--- src/hw/rtl/stable_id_packed_table_top_defines.svh ---
// ----------------------------------------------------------------------------
// Assertion macros for the packed table
// Shared property wrappers, clocked on clock and disabled during reset.
// ----------------------------------------------------------------------------
`ifndef STABLE_ID_PACKED_TABLE_TOP_DEFINES_SVH
`define STABLE_ID_PACKED_TABLE_TOP_DEFINES_SVH

// cond holds at every edge
`define SIPT_ASSERT_ALWAYS(lbl, cond, msg) \
   lbl: assert property (@(posedge clock) disable iff (reset) (cond)) \
      else $error(msg);

// cons holds in the cycle after ante
`define SIPT_ASSERT_NEXT(lbl, ante, cons, msg) \
   lbl: assert property (@(posedge clock) disable iff (reset) (ante) |=> (cons)) \
      else $error(msg);

`endif

--- src/hw/rtl/sipt_pkg.sv ---
// ----------------------------------------------------------------------------
// sipt_pkg
// Types and constants shared by the packed table controller and datapath.
// ----------------------------------------------------------------------------
package sipt_pkg;

   localparam int DEPTH  = 1024;
   localparam int DATA_W = 32;
   localparam int ADDR_W = $clog2(DEPTH);
   localparam int ID_W   = ADDR_W;
   localparam int CNT_W  = ADDR_W + 1;
   localparam int OP_W   = 2;
   localparam int STAT_W = 2;

   typedef enum logic [OP_W-1:0] {
      OP_PUSH     = 2'd0,
      OP_GET      = 2'd1,
      OP_DELETE   = 2'd2,
      OP_READ_POS = 2'd3
   } op_type;

   typedef enum logic [STAT_W-1:0] {
      ST_OK      = 2'd0,
      ST_FULL    = 2'd1,
      ST_INVALID = 2'd2
   } status_type;

   // controller -> datapath
   typedef struct packed {
      logic clear;     // clear one id_live entry
      logic issue;     // latch request, launch first reads
      logic eval;      // first read data back: decide, first writes
      logic fetch;     // get: element read back
      logic move;      // delete: final position_to_id write, count down
      logic load_rsp;  // move result into output register
   } cmd_type;

   // datapath -> controller
   typedef struct packed {
      logic clear_last;
      logic need_fetch;
      logic need_move;
      logic rsp_busy;
   } stat_type;

endpackage

--- src/hw/rtl/sipt_ctrl.sv ---
// ----------------------------------------------------------------------------
// sipt_ctrl
// Sequencer for the packed table: clearing pass, then one request at a time.
// ----------------------------------------------------------------------------
module sipt_ctrl (
   input  logic              clock,
   input  logic              reset,
   input  logic              req_valid,
   output logic              req_stall,
   input  sipt_pkg::stat_type stat,
   output sipt_pkg::cmd_type  cmd
);
   import sipt_pkg::*;

   typedef enum logic [2:0] {
      S_CLEAR,
      S_IDLE,
      S_EVAL,
      S_FETCH,
      S_MOVE,
      S_DONE
   } state_type;

   state_type state_ff, state_in;

   always_comb begin
      state_in = state_ff;
      cmd      = '0;
      unique case (state_ff)
         S_CLEAR: begin
            cmd.clear = 1'b1;
            if (stat.clear_last) begin
               state_in = S_IDLE;
            end
         end
         S_IDLE: begin
            if (req_valid) begin
               cmd.issue = 1'b1;
               state_in  = S_EVAL;
            end
         end
         S_EVAL: begin
            cmd.eval = 1'b1;
            if (stat.need_fetch) begin
               state_in = S_FETCH;
            end else if (stat.need_move) begin
               state_in = S_MOVE;
            end else begin
               state_in = S_DONE;
            end
         end
         S_FETCH: begin
            cmd.fetch = 1'b1;
            state_in  = S_DONE;
         end
         S_MOVE: begin
            cmd.move = 1'b1;
            state_in = S_DONE;
         end
         S_DONE: begin
            if (!stat.rsp_busy) begin
               cmd.load_rsp = 1'b1;
               state_in     = S_IDLE;
            end
         end
         default: begin
            state_in = S_CLEAR;
         end
      endcase
   end

   always_ff @(posedge clock) begin
      if (reset) begin
         state_ff <= S_CLEAR;
      end else begin
         state_ff <= state_in;
      end
   end

   assign req_stall = (state_ff != S_IDLE);

endmodule

--- config.mk ---
export PLATFORM = sky130hd
export DESIGN_NAME = sipt_ctrl
export DESIGN_NICKNAME = d
export VERILOG_FILES = /design/src/hw/rtl/stable_id_packed_table_top_defines.svh /design/src/hw/rtl/sipt_pkg.sv /design/src/hw/rtl/sipt_ctrl.sv
export SDC_FILE = /design/constraint.sdc
export NUM_CORES = 1
export LEC_CHECK = 0
export BUFFER_PORTS_ARGS = -buffer_cell sky130_fd_sc_hd__buf_4
export CAP_MARGIN = 0
export CORE_AREA = 4 4 41 43
export DETAILED_ROUTE_END_ITERATION = 6
export DIE_AREA = 0 0 45 47
export PLACE_DENSITY_LB_ADDON = 0.05
export SYNTH_ARGS = -nofsm -noshare
export SYNTH_HDL_FRONTEND = slang
export SYNTH_SLANG_ARGS = --single-unit
--- constraint.sdc ---
create_clock -name clock -period 0.97 [get_ports clock]
set_clock_uncertainty 0.15 [all_clocks]
set_input_delay 0.0485 -clock clock [delete_from_list [all_inputs] [get_ports clock]]
set_output_delay 0.0485 -clock clock [all_outputs]
set_load 0.05 [all_outputs]
Word level (Yosys, flattened, before mapping)
Index checks and enable logic that the tools add are counted.

cells by class
  multiplexer cells = 14
  reductions and logical operators = 3
  eq/ne operators = 9

operator list
  kind                                                                     count
  3-bit case mux with 5 select lines                                       1
  3-bit 2-to-1 mux                                                         4
  1-bit 2-to-1 mux                                                         9
  3-bit by 2-bit equality test with 1-bit output, second input constant    2
  3-bit equality test, second input constant                               2
  2-bit inequality test, second input constant                             3
  3-bit by 1-bit equality test with 1-bit output, second input constant    1
  3-bit zero test                                                          1
  3-bit by 1-bit inequality test with 1-bit output, second input constant  1
  3-bit AND reduction                                                      1
  2-bit OR reduction                                                       1

storage, ports and cells
  output and inout port bits = 7
  input bits = 7
  word-level logic and storage cells = 27
  bits in registers = 3

Longest topological paths before layout
Gate-level depths: netlist of the first run.

  depth after elaboration = 3
  gate-level depth with buffers = 4
  gate-level depth less buffers = 3

Worst setup path after synthesis of the first run
OpenSTA, ideal clock, no wires.

  path type = reg-to-output
  start = reg state_ff[0]
  end = out cmd[3] (netlist name)
  arrival = 1.591 ns
  path buffers = 1
  stages on the path, launching flop included = 3
  setup slack = -0.820 ns
  data required time = 0.771 ns
  cell sequence = dfxtp_1 > buf_6 > nor3b_1

RTL lines
  element                 RTL line         source
  start, declared         sipt_ctrl.sv:24  state_type state_ff, state_in;
  start signal, assigned  sipt_ctrl.sv:76  state_ff <= state_in;
  end, declared           sipt_ctrl.sv:11  output sipt_pkg::cmd_type cmd

==> reports/qor.yml, run 1 <==
run_status:
  status: "finished with violations"
  violations: "negative setup slack"
yosys:
  async_flop_share_pct: 0
  synth.distinct_cells: 20
  synth_ff_type: "dfxtp_1"
  seq_area_frac_synth_pct: 22.5
  synth_common_cells: "buf_6 (3), dfxtp_1 (3)"
  synth_top_cell_by_area: "dfxtp_1"
  synthCells: 29
  yosysWarningCount: 0
  ys_ff_latch: 3
  syn_area_um2: 267
  syn_nets: 36
  syn_avg_cell_area_um2: 9.19
  synth_area_leaders: "dfxtp_1 (23%), buf_6 (13%), nor3b_1 (5.6%)"
  synth_edf_count: 0
  synth_top_area_share_pct: 22.5
setup_path:
  slowest_delay_ps: 360
  critPathMostFrequentCell: "buf_6"
  rr_startpoint: "state_ff[1]"
  r2r_slack_ps: -200
  rr_endpoint: "state_ff[2]"
  startpoint: "state_ff[0]"
  worstPathCellList: "buf_6, nor3b_4, buf_6"
  crit_path_start_kind: "flip-flop"
  required_ps: 770
  endpoint_kind: "output pin"
  crit_type: "flip-flop to output pin"
  cp_max_fo: 5
  crit_arrival_ps: 1090
  cpMaxStageDelayCell: "dfxtp_4"
  r2r.worst_path.cells: 4
routing:
  ant_nets: 0
  drt-total-wl_um: 880
  vias: 317
  wire_per_inst_um: 12.2
  via_per_inst: 4.40
  drtIter0Drc: 0
  drc: 0
  drt_pass1_iterations: 1
grt:
  grt_pass1_vias: 348
  gr-usage-all-layers_pct: 10.3
  grt_pass1_wl_um: 1500
  grt_max_degree: 8
  overflow: 0
  antenna_found_initial: 0
floorplanning:
  start_util_pct: 20.5
  die_area_mm2: 0.00212
  fp.dieH_um: 47
  die_w_um: 45
  io_pins: 14
  rows: 13
  core_mm2: 0.00130
cells_and_area:
  n_antenna_cell: 0
  reg_top3: "state_ff (3)"
  nFillCells: 143
  largest_register_ffs: 3
  fin_nets: 65
  ff_latch_area_um2: 71.3
  multi_input_area_um2: 236
  drive_gt1_share_pct: 82.5
  regMostFlops: "state_ff"
  fin_cells: 72
  syn_to_final_growth_pct: 136
  utilization_pct: 48.4
timing:
  finalCriticalPeriod_ps: 1290
  max_freq_ghz: 0.773
  max-slew-margin-rel_pct: 88.8
  tightest_slew_ps: 168
  hold_viol: 0
  setup_viol: 10
  period_share_pct: 133
  finalWorstSetupSlack_ps: -323
  holdWs_ps: 17.2
  slew_viol_final: 0
  rsz0062_at_grt: "yes"
cts:
  cts_made_buffers: 3
  cts.sinks: 3
  insertion_delay_ps: 230
  clk_pin_slew_ps: 40
  cts_root_buffer: "clkbuf_4"
  cts_max_path_buffers: 2
  cts_tree: "built"
  cts_max_level: 1
power:
  leakagePower_uw: 0.000275
  power_density_mw_per_mm2: 1520
  vdd_ir_drop_max_mv: 0.630
  power.total_uw: 959
min_path:
  min_from: "stat[3]"
  min_path_type: "input pin to flip-flop"
  min_to: "state_ff[0]"
  whs_path_depth: 3
flow_run:
  max_cap_viol_count: 0
placed_design:
  post-dp-hpwl_um: 600
  io_buffers: 13
  placed_cells: 61
  gp_congestion: 0.697
==> cells in the final DEF (no fill, tap or decap) <==
cell type / n
nand2_4: 1
dfxtp_4: 3
nor3b_2: 1
nor2_4: 2
nand2_1: 1
a211oi_2: 1
buf_8: 2
a21oi_2: 2
o21ai_1: 1
nor2_1: 1
nor3_4: 1
and3b_1: 1
o21a_1: 2
nand2b_1: 1
and3b_2: 1
nand2b_2: 1
clkbuf_1: 1
and3_4: 1
nor3_2: 1
nand2b_4: 1
dlygate4sd3_1: 1
buf_6: 15
nor3b_4: 2
a21bo_1: 1
buf_4: 9
clkbuf_4: 3
==> cell families (layout without fill, tap and decap cells) <==
| group | count (synthesis) | after routing | synth area share (%) |
|---|---|---|---|
| buffers and inverters | 3 | 31 | 12.7 |
| flip-flops | 3 | 3 | 22.5 |
| AO/OA/AOI/OAI | 7 | 7 | 21.1 |
| AND/OR/NAND/NOR | 16 | 16 | 43.7 |
==> area by class of cell <==
class,count,area share [%]
clock buffer,4,4.17
multi-input combinational,23,37.6
sequential,3,11.3
tap,15,2.98
timing repair buffer,27,43.9
==> worst max-delay path, delay by kind of cell, from the launching register on <==
kind	cells	cell delay, ps
flops	1	360
simple gates	1	190
buf+inv	2	320
==> layer usage <==
metal	part of all wire, %	vias up	global-route usage [%]
met3	8.3	2	2.68
met5	0	-	0
met4	1.9	0	10.5
li1	-	157	-
met1	35	146	9.73
met2	55	12	17.8
==> timing repair <==
action / CTS / global route
resized for setup: 22 / 9
pin swaps: 6 / 3
endpoints found under the hold margin: 2 / 0
cloned: 0 / 0
hold buffers: 1 / 0
setup endpoints to repair: 10 / 10
buffers inserted: 5 / 2
==> report_power, final <==
group          switching [µW]  leakage [µW]  internal (µW)
Sequential               35.0     0.0000267            143
Combinational             266      0.000234            298
Clock                    62.1     0.0000150            154
==> worst max-delay path by stage <==
stage | cells after the start | to
6_report | 3 | cmd[3]
5_1_grt | 3 | cmd[3]
4_1_cts | 3 | cmd[3]
3_5_place_dp | 3 | state_ff[1]
3_3_place_gp | 3 | state_ff[1]
2_1_floorplan | 2 | cmd[1]
==> stage by stage <==
stage                     instance area (µm²)  setup WS, ps  setup TNS, ps
after CTS                                 593          -333          -2650
after global routing                      629          -364          -2880
after detailed placement                  452          -219          -1470
after floorplan                           317          -164          -1120
final                                     629          -323          -2480
after global placement                    452          -193          -1350
Note: power is estimated with default switching activity, not from simulation.
==> inputs of run 2 (changes only) <==
--- a/config.mk
+++ b/config.mk
@@ -10,7 +10,7 @@
 export CORE_AREA = 4 4 41 43
 export DETAILED_ROUTE_END_ITERATION = 6
 export DIE_AREA = 0 0 45 47
-export PLACE_DENSITY_LB_ADDON = 0.05
+export PLACE_DENSITY = 0.43
 export SYNTH_ARGS = -nofsm -noshare
 export SYNTH_HDL_FRONTEND = slang
 export SYNTH_SLANG_ARGS = --single-unit
==> run 2 against run 1 <==
Compared with the run above:
- the run still ends with negative setup slack left
- hold slack is essentially flat
- sequential share of layout area grew 0.30 points
- combinational power shrank 4.6%
- clock-buffer cell count is the same
- die area is the same
- sequential power is essentially flat
- final cell count shrank 4.2%
- non-clock buffer count shrank 3
- flip-flop and latch count is the same
- maximum frequency grew 0.58%
- setup slack gained 7.4 ps
- first-iteration DRC count grew 6
- critical endpoint is now cmd[1]
==> reports/qor.yml, run 2 (synthesis results as in run 1) <==
routing:
  vias: 296  # -6.6%
  drtIter0Drc: 6  # +6
  drt-total-wl_um: 795  # -9.7%
  wire_per_inst_um: 11.5  # -5.7%
  via_per_inst: 4.29  # -2.6%
  drt_pass1_iterations: 3  # +2
  drc: 0  # unchanged
  ant_nets: 0  # unchanged
power:
  power_density_mw_per_mm2: 1520  # -0.52%
  vdd_ir_drop_max_mv: 0.604  # -4.2%
  p_sw_share_pct: 38.2  # +0.28 points
  power.internal_uw: 574  # -3.5%
  power.total_uw: 929  # -3.1%
  p_sw_uw: 354  # -2.4%
  pwr-share-seq_pct: 19.0  # +0.4 points
  clockPowerShare_pct: 23.1  # +0.6 points
  p_comb_share_pct: 57.9  # -1.0 points
  leakagePower_uw: 0.000263  # -4.6%
placed_design:
  post-dp-hpwl_um: 531  # -11%
  gp_congestion: 0.764  # +9.7%
  io_buffers: 13  # unchanged
  placed_area_um2: 444  # -1.7%
  pre_cts_slack_ps: -178  # +40.6 ps
timing:
  period_share_pct: 133  # -0.76 points
  max-slew-margin-rel_pct: 88.3  # -0.47 points
  max_freq_ghz: 0.778  # +0.58%
  setup_viol: 10  # unchanged
  finalWorstSetupSlack_ps: -316  # +7.42 ps
  fin_setup_tns_ps: -2490  # -8.37 ps
  tightest_slew_ps: 175  # +6.99 ps
  finalCriticalPeriod_ps: 1290  # -7.42 ps
  slew_viol_final: 0  # unchanged
  hold_viol: 0  # unchanged
  rsz0062_at_grt: "yes"
cells_and_area:
  fin_nets: 62  # -4.6%
  regMostFlops: "state_ff"
  fin_area_um2: 613  # -2.6%
  largest_register_ffs: 3  # unchanged
  final_common_cell: "buf_6"
  utilization_pct: 47.1  # -1.2 points
  drive_gt1_share_pct: 81.5  # -0.97 points
  final_cell_mix: "buf_6 (13), buf_4 (7), clkbuf_4 (3), dfxtp_4 (3)"
  n_antenna_cell: 0  # unchanged
  syn_to_final_growth_pct: 130
  reg_top3: "state_ff (3)"
run_status:
  violations: "negative setup slack"
  status: "finished with violations"
setup_path:
  required_ps: 770  # about the same
  crit_arrival_ps: 1090  # about the same
  crit_type: "flip-flop to output pin"
  endpoint_kind: "output pin"
  cp_max_fo: 6  # +1
  r2r_slack_ps: -220  # -20 ps
  rr_endpoint: "state_ff[1]"
  r2r.worst_path.cells: 4  # unchanged
  crit_path_start_kind: "flip-flop"
  rr_startpoint: "state_ff[1]"
min_path:
  min_to: "state_ff[0]"
  whs_path_depth: 3  # unchanged
  min_from: "stat[3]"
  min_path_type: "input pin to flip-flop"
grt:
  overflow: 0  # unchanged
  gr-usage-all-layers_pct: 8.43  # -1.9 points
  grt_pass1_vias: 334  # -4.0%
  antenna_found_initial: 0  # unchanged
  grt_max_degree: 7  # -1
  grt_pass1_wl_um: 1310  # -13%
cts:
  cts_made_buffers: 3  # unchanged
  cts_max_level: 1  # unchanged
  clk_pin_slew_ps: 40  # about the same
  insertion_delay_ps: 230  # about the same
  cts_tree: "built"
  cts_root_buffer: "clkbuf_4"
  cts_max_path_buffers: 2  # unchanged
  cts.sinks: 3  # unchanged
floorplanning:
  fp.dieH_um: 47  # unchanged
  start_util_pct: 20.5  # unchanged
  die_w_um: 45  # unchanged
  die_area_mm2: 0.00212  # unchanged
  core_mm2: 0.00130  # unchanged
  io_pins: 14  # unchanged
  rows: 13  # unchanged
flow_run:
  max_cap_viol_count: 0  # unchanged
run 2: through the flow:
stage / instances / hold slack, ps
after floorplan: 29 / -44.2
after global placement: 60 / 81.8
after detailed placement: 60 / 83.1
after CTS: 69 / 31.5
after global routing: 69 / 10.9
final: 69 / 16.8
run 2: power groups by stage:
stage,clock network [µW],logic (µW),registers [µW]
2_1_floorplan,0,311,151
3_3_place_gp,0,386,181
3_5_place_dp,0,388,180
4_1_cts,226,529,176
5_1_grt,237,566,182
6_report,215,538,176
run 2: cell type report:
| cell class | count | area, µm² |
|---|---|---|
| Tap cell | 15 | 18.8 |
| Multi-Input combinational cell | 23 | 238 |
| Fill cell | 137 | 688 |
| Clock buffer | 4 | 26.3 |
| Sequential cell | 3 | 71.3 |
| Timing Repair Buffer | 24 | 259 |
run 2: worst max path at each step:
stage / startpoint / to / slack [ps] / depth (start not counted)
2_1_floorplan: state_ff[2] / cmd[1] / -160 / 2
4_1_cts: state_ff[0] / cmd[3] / -320 / 3
5_1_grt: state_ff[0] / cmd[3] / -350 / 3
3_3_place_gp: state_ff[1] / state_ff[1] / -190 / 3
6_report: state_ff[1] / cmd[1] / -320 / 3
3_5_place_dp: state_ff[1] / state_ff[1] / -180 / 3
run 2: what timing repair did:
| item | 4_1_cts | 5_1_grt |
|---|---|---|
| hold buffers | 1 | 0 |
| buffers inserted | 4 | 0 |
| endpoints found under the hold margin | 2 | 0 |
| setup endpoints to repair | 10 | 10 |
| pin swaps | 6 | 1 |
| resized for setup | 22 | 4 |
run 2: worst max-delay path, cell delays in order (launching register included):
cell	delay, ps
dfxtp_4	360
buf_6	130
nor3b_4	190
buf_6	180
run 2: layer usage:
layer / global-route usage, % / share of wire [%] / up-vias
met5: 0 / 0 / -
met4: 7.02 / 0 / 0
met3: 0 / 5.2 / 0
met2: 14.4 / 52 / 12
met1: 9.93 / 42 / 134
li1: - / - / 150
